==> src/hdl/bgcd_pkg.sv <==
// Shared types and constants for the gradient-corrected Bayer demosaic core.
// No dependencies; imported by every module of the block.
package bgcd_pkg;

  // Config register indexes
  typedef enum logic [1:0] {
    REG_FRAME_WIDTH  = 2'd0,
    REG_FRAME_HEIGHT = 2'd1,
    REG_CFA_PHASE    = 2'd2,
    REG_UNUSED       = 2'd3
  } cfg_reg_e;

  localparam int unsigned DefMaxWidth   = 4096;
  localparam int unsigned DefSampleBits = 16;
  localparam int unsigned MinDim        = 5;
  localparam int unsigned Pad           = 2;
  localparam int unsigned NumLines      = 4;
  localparam logic [12:0] ResetWidth    = 13'd4096;
  localparam logic [15:0] ResetHeight   = 16'd3072;

  // Per-item control that follows the pipeline
  typedef struct packed {
    logic produce;   // pixel is interior, a result is due
    logic rr;        // row parity after phase
    logic cc;        // column parity after phase
    logic fend;      // last interior pixel of the frame
  } pix_meta_t;

endpackage

==> src/hdl/bgcd_kernel.sv <==
// Gradient-corrected 5x5 kernels and round/clamp for one window position.
// Depends on bgcd_pkg.
module bgcd_kernel
  import bgcd_pkg::*;
#(
  parameter int unsigned SAMPLE_BITS = DefSampleBits
) (
  input  logic [4:0][4:0][SAMPLE_BITS-1:0] win_i,
  input  pix_meta_t                        meta_i,
  output logic [SAMPLE_BITS-1:0]           red_o,
  output logic [SAMPLE_BITS-1:0]           green_o,
  output logic [SAMPLE_BITS-1:0]           blue_o
);

  localparam int unsigned SW = SAMPLE_BITS + 7;
  localparam logic signed [SW-1:0] Top = SW'((1 << SAMPLE_BITS) - 1);

  function automatic logic signed [SW-1:0] px(input logic [SAMPLE_BITS-1:0] v);
    px = signed'(SW'(v));
  endfunction

  function automatic logic [SAMPLE_BITS-1:0] sat_round(input logic signed [SW-1:0] s);
    logic signed [SW-1:0] t;
    logic signed [SW-1:0] v;
    t = s + SW'(8);
    v = t >>> 4;
    if (t < 0) sat_round = '0;
    else if (v > Top) sat_round = '1;
    else sat_round = v[SAMPLE_BITS-1:0];
  endfunction

  logic signed [SW-1:0] ctr, cross1, cross2, diag, vert1, horz1, vert2, horz2;
  logic signed [SW-1:0] k_g_rb, k_horiz, k_vert, k_opp;

  // Neighborhood sums around the center win[2][2]
  always_comb begin
    ctr    = px(win_i[2][2]);
    vert1  = px(win_i[1][2]) + px(win_i[3][2]);
    horz1  = px(win_i[2][1]) + px(win_i[2][3]);
    vert2  = px(win_i[0][2]) + px(win_i[4][2]);
    horz2  = px(win_i[2][0]) + px(win_i[2][4]);
    cross1 = vert1 + horz1;
    cross2 = vert2 + horz2;
    diag   = px(win_i[1][1]) + px(win_i[1][3]) + px(win_i[3][1]) + px(win_i[3][3]);

    k_g_rb  = (cross1 <<< 2) + (ctr <<< 3) - (cross2 <<< 1);
    k_horiz = (horz1 <<< 3) + (ctr <<< 3) + (ctr <<< 1) + vert2
              - (diag <<< 1) - (horz2 <<< 1);
    k_vert  = (vert1 <<< 3) + (ctr <<< 3) + (ctr <<< 1) + horz2
              - (diag <<< 1) - (vert2 <<< 1);
    k_opp   = (diag <<< 2) + (ctr <<< 3) + (ctr <<< 2) - (cross2 <<< 1) - cross2;
  end

  // Site type selects the kernel per channel
  always_comb begin
    unique case ({meta_i.rr, meta_i.cc})
      2'b00: begin
        red_o   = win_i[2][2];
        green_o = sat_round(k_g_rb);
        blue_o  = sat_round(k_opp);
      end
      2'b11: begin
        red_o   = sat_round(k_opp);
        green_o = sat_round(k_g_rb);
        blue_o  = win_i[2][2];
      end
      2'b01: begin
        red_o   = sat_round(k_horiz);
        green_o = win_i[2][2];
        blue_o  = sat_round(k_vert);
      end
      default: begin
        red_o   = sat_round(k_vert);
        green_o = win_i[2][2];
        blue_o  = sat_round(k_horiz);
      end
    endcase
  end

endmodule

==> config.mk <==
export PLATFORM = sky130hd
export DESIGN_NAME = bgcd_kernel
export DESIGN_NICKNAME = d
export VERILOG_FILES = /design/src/hdl/bgcd_pkg.sv /design/src/hdl/bgcd_kernel.sv
export SDC_FILE = /design/constraint.sdc
export NUM_CORES = 1
export LEC_CHECK = 0
export ABC_AREA = 1
export BUFFER_PORTS_ARGS = -buffer_cell sky130_fd_sc_hd__buf_2
export CELL_PAD_IN_SITES_DETAIL_PLACEMENT = 0
export CELL_PAD_IN_SITES_GLOBAL_PLACEMENT = 1
export CORE_ASPECT_RATIO = 1.4
export CORE_MARGIN = 2
export CORE_UTILIZATION = 33
export DETAILED_ROUTE_END_ITERATION = 8
export PLACE_DENSITY = 0.71
export SETUP_SLACK_MARGIN = 0.5
export SYNTH_ARGS = -nofsm -noshare
export SYNTH_HDL_FRONTEND = slang
export SYNTH_SLANG_ARGS = --single-unit
==> constraint.sdc <==
create_clock -name vclk -period 22.8
set_input_delay 6.84 -clock vclk [all_inputs]
set_output_delay 6.84 -clock vclk [all_outputs]
set_load 0.1 [all_outputs]
==> results of run 1 <==
path summary, 6_finish.rpt:
| kind | end | start | slack (ns) |
|---|---|---|---|
| min | green_o[15] | win_i[207] | 14.36 |
| max | red_o[5] | win_i[97] | 0.98 |
final cells by class:
class / count / area, um2 / area share [%]
multi-input cells: 2266 / 16700 / 76.8
inverters: 675 / 2530 / 11.6
repair buffers: 278 / 1570 / 7.21
well taps: 749 / 937 / 4.31
diodes: 1 / 2.50 / 0.0115
cell usage in the layout, fill, tap and decap left out, types with 59 or more instances in the layout:
cell / n
xor2_1: 88
a21oi_1: 221
buf_2: 232
fa_1: 206
nand3_1: 245
inv_1: 664
ha_1: 282
nor2_1: 125
nand2_1: 698
o21ai_0: 59
cell families (layout without fill, tap and decap cells):
group	after synthesis	count (layout)	share of synthesized area [%]
xor gates and xnor gates	147	147	6.74
AOI/OAI and AO/OA	379	379	11.0
buffers and inverters	709	953	13.9
other	0	1	0
and+or+nand+nor	1251	1251	28.8
adders and majority gates	489	489	39.6
timing repair:
action	in CTS	in global routing
endpoints found under the hold margin	0	0
endpoints found under the setup margin	0	32
resized for setup	0	33
buffers inserted	0	1
per-layer routing:
metal	part of all wire (%)	routed length (um)	vias to the layer above	GRT usage (%)
li1	-	-	9882	-
met1	40	29000	8924	27.5
met2	51	36700	453	44.8
met3	3.5	2540	115	1.36
met4	5.9	4280	2	11.5
met5	0.0097	7	-	0
per-stage QoR:
stage          hold WS [ns]  instance area (um2)  worst slack, ns  utilization [%]
2_1_floorplan         14.25                19300             1.13                -
3_3_place_gp          14.35                21600            0.518             37.1
3_5_place_dp          14.37                21600            0.592             37.1
4_1_cts               14.37                21600            0.549             37.1
5_1_grt               14.41                21700            0.504             37.3
6_report              14.36                21800            0.980             37.3
==> results.py, run 1 <==
metrics = {
    "worst_setup_path": {
        "cp_slowest_stage_delay_ns": 0.59,
        "critPathMostFrequentCell": "fa_1",
        "cp-end-kind": "output pin",
        "cp_max_fo": 15,
        "worst-path-stages": 34,
        "worstSetupPathType": "in2out",
        "crit_arrival_ns": 14.98,
        "crit_slowest_cell": "fa_1",
        "worst-endpoint-required_ns": 15.96,
        "timing.critical_path.max_delay_family": "adder cells",
        "cp_num_buf_inv": 8,
        "crit_path_start_kind": "input pin",
    },
    "global_route": {
        "grt.overflow.total": 0,
        "grt_usage_pct": 23.9,
        "antenna_found_initial": 1,
        "grt_max_degree": 44,
        "grt_pass1_wl_um": 111000,
        "grt_pass1_vias": 19900,
    },
    "die": {
        "io_pins": 452,
        "die-area_mm2": 0.0606,
        "fp.dieW_um": 209,
        "start_util_pct": 33.1,
        "fp.dieH_um": 290,
        "core_mm2": 0.0583,
        "rows": 105,
    },
    "timing": {
        "min_period_over_period_pct": 95.7,
        "max_freq_mhz": 45.8,
        "finalSetupViolations": 0,
        "rsz0062_at_grt": "no",
        "tns_ns": 0,
        "finalMaxSlewViolations": 0,
        "fin_crit_ns": 21.82,
        "max-slew-margin-rel_pct": 18.3,
        "worst_slew_pin_slew_ns": 1.23,
        "final_hold_viol_count": 0,
    },
    "synthesis": {
        "yosysSeqAreaShare_pct": 0,
        "yosysMostFrequentCell": "nand2_1",
        "yosys-top-cells-count": "nand2_1, inv_1, ha_1",
        "synth_top_cell_area_share_pct": 21.3,
        "synth_top_area_cell": "fa_1",
        "synth_top_cells_by_area": "fa_1, ha_1, nand2_1",
        "synth_area_mm2": 0.0193,
        "syn_nets": 3868,
        "yosysWarnings": 0,
        "avgSynthCellArea_um2": 6.50,
        "postSynthCellCount": 2975,
        "ys_types": 47,
    },
    "layout": {
        "syn_to_final_growth_pct": 12.5,
        "regArea_um2": 0,
        "clkbuf_count": 0,
        "fin_cells": 3969,
        "nets": 4114,
        "seq_cell_count": 0,
        "fillers": 6541,
        "final_layout_size_suffix_gt1_share_pct": 12.0,
    },
    "clock_network": {
        "cts_hold_buf": 0,
    },
    "hold_path": {
        "hold_depth": 4,
        "hold_class": "in2out",
    },
    "job": {
        "maxCapViolCount": 0,
    },
    "routing": {
        "vias": 19400,
        "drc": 0,
        "first_pass_iters": 6,
        "routed_via_density": 4.88,
        "ant_nets": 0,
        "drt_iter0_markers": 1006,
        "wirelength_um": 72500,
        "wl_per_cell_um": 18.3,
    },
    "placed_design": {
        "place.gp.congestion": 0.924,
        "dp_cells": 3967,
        "place_hpwl_um": 65500,
        "port_buffers": 258,
    },
    "status": {
        "outcome": "finished clean",
    },
}
Power of run 1 is not shown: default switching activity piles up to over one toggle a cycle in this logic, so the estimate is an artifact.
==> run 2: changes to the inputs <==
Settings changed: ABC_CLOCK_PERIOD_IN_PS set to 22800, PLACE_DENSITY 0.71 to not set, PLACE_DENSITY_LB_ADDON set to 0.1.
==> results.py, run 2 (synthesis results as in run 1) <==
metrics = {
    "timing": {
        "tns_ns": 0,
        "min_period_over_period_pct": 95.9,
        "finalMaxSlewViolations": 0,
        "rsz0062_at_grt": "no",
        "fin_crit_ns": 21.88,
        "worst_slew_pin_slew_ns": 0.884,
        "max-slew-margin-rel_pct": 40.6,
        "finalSetupViolations": 0,
        "max_freq_mhz": 45.7,
        "final_hold_viol_count": 0,
    },
    "global_route": {
        "grt_pass1_vias": 20700,
        "grt_usage_pct": 25.7,
        "grt_pass1_wl_um": 120000,
        "antenna_found_initial": 0,
        "grt_max_degree": 44,
        "grt.overflow.total": 0,
    },
    "worst_setup_path": {
        "critPathLaunch": "win_i[97]",
        "cp-end-kind": "output pin",
        "crit_slowest_cell": "fa_1",
        "crit_arrival_ns": 15.04,
        "cp_max_fo": 13,
        "crit_path_start_kind": "input pin",
        "worst-endpoint-required_ns": 15.96,
        "critPathMostFrequentCell": "fa_1",
        "cp_slowest_stage_delay_ns": 0.59,
        "worstSetupPathType": "in2out",
    },
    "routing": {
        "drt_iter0_markers": 1105,
        "first_pass_iters": 5,
        "vias": 19800,
        "routed_via_density": 4.97,
        "wl_per_cell_um": 19.4,
        "ant_nets": 0,
        "wirelength_um": 77100,
        "drc": 0,
    },
    "placed_design": {
        "place.gp.congestion": 0.916,
        "place_hpwl_um": 70200,
        "place_area_mm2": 0.0216,
        "port_buffers": 258,
    },
    "layout": {
        "multiInputGateArea_mm2": 0.0167,
        "fillers": 6545,
        "regArea_um2": 0,
        "final_cell_area_mm2": 0.0217,
        "nets": 4118,
        "final_common_cell": "nand2_1",
        "antennaDiodeCount": 0,
        "clkbuf_count": 0,
        "final_cell_mix": "nand2_1, inv_1, ha_1, nand3_1, buf_2",
        "syn_to_final_growth_pct": 12.5,
        "seq_cell_count": 0,
        "final_layout_size_suffix_gt1_share_pct": 12.2,
    },
    "die": {
        "core_mm2": 0.0583,
        "die-area_mm2": 0.0606,
        "io_pins": 452,
        "fp.dieW_um": 209,
        "rows": 105,
        "start_util_pct": 33.1,
        "fp.dieH_um": 290,
    },
    "status": {
        "outcome": "finished clean",
    },
    "hold_path": {
        "hold_class": "in2out",
        "min_from": "win_i[197]",
    },
    "job": {
        "maxCapViolCount": 0,
    },
}
## run 2: critical path, delay by kind of cell
kind,cells,cell delay (ns)
fa+ha+maj,9,3.98
simple gates,9,1.15
compound gates,8,1.80
buf+inv,8,1.00
xor+xnor,1,0.24
## run 2: metrics by stage
stage / worst slack (ns) / hold slack (ns) / utilization, % / cells
6_report: 0.923 / 14.33 / 37.3 / 3972
5_1_grt: 0.496 / 14.36 / 37.3 / 3972
4_1_cts: 0.516 / 14.34 / 37.1 / 3970
3_5_place_dp: 0.592 / 14.34 / 37.1 / 3970
3_3_place_gp: 0.525 / 14.34 / 37.1 / 3970
2_1_floorplan: 1.13 / 14.25 / - / 2975
## run 2: final timing paths
check	end	slack (ns)	depth (start not counted)
min	green_o[5]	14.33	4
max	blue_o[1]	0.92	35
## run 2: area by class of cell
| cell class | count | area share, % |
|---|---|---|
| inverter | 675 | 11.7 |
| tap | 749 | 4.31 |
| multi-input combinational | 2267 | 76.9 |
| timing repair buffer | 281 | 7.10 |
## run 2: routing by layer
metal | share of wire [%] | track usage, % | wire length [um]
met1 | 41 | 30.5 | 31800
met3 | 3.0 | 0.940 | 2290
met5 | 0 | 0 | 0
met2 | 53 | 50.2 | 40500
met4 | 3.1 | 6.48 | 2420
## run 2: what timing repair did
action                                  in CTS  in global routing
gates resized for setup                      0                 33
hold buffers                                 0                  0
endpoints found under the setup margin       0                 32
buffers inserted                             0                  1
Power of run 2 is left out for the same reason.
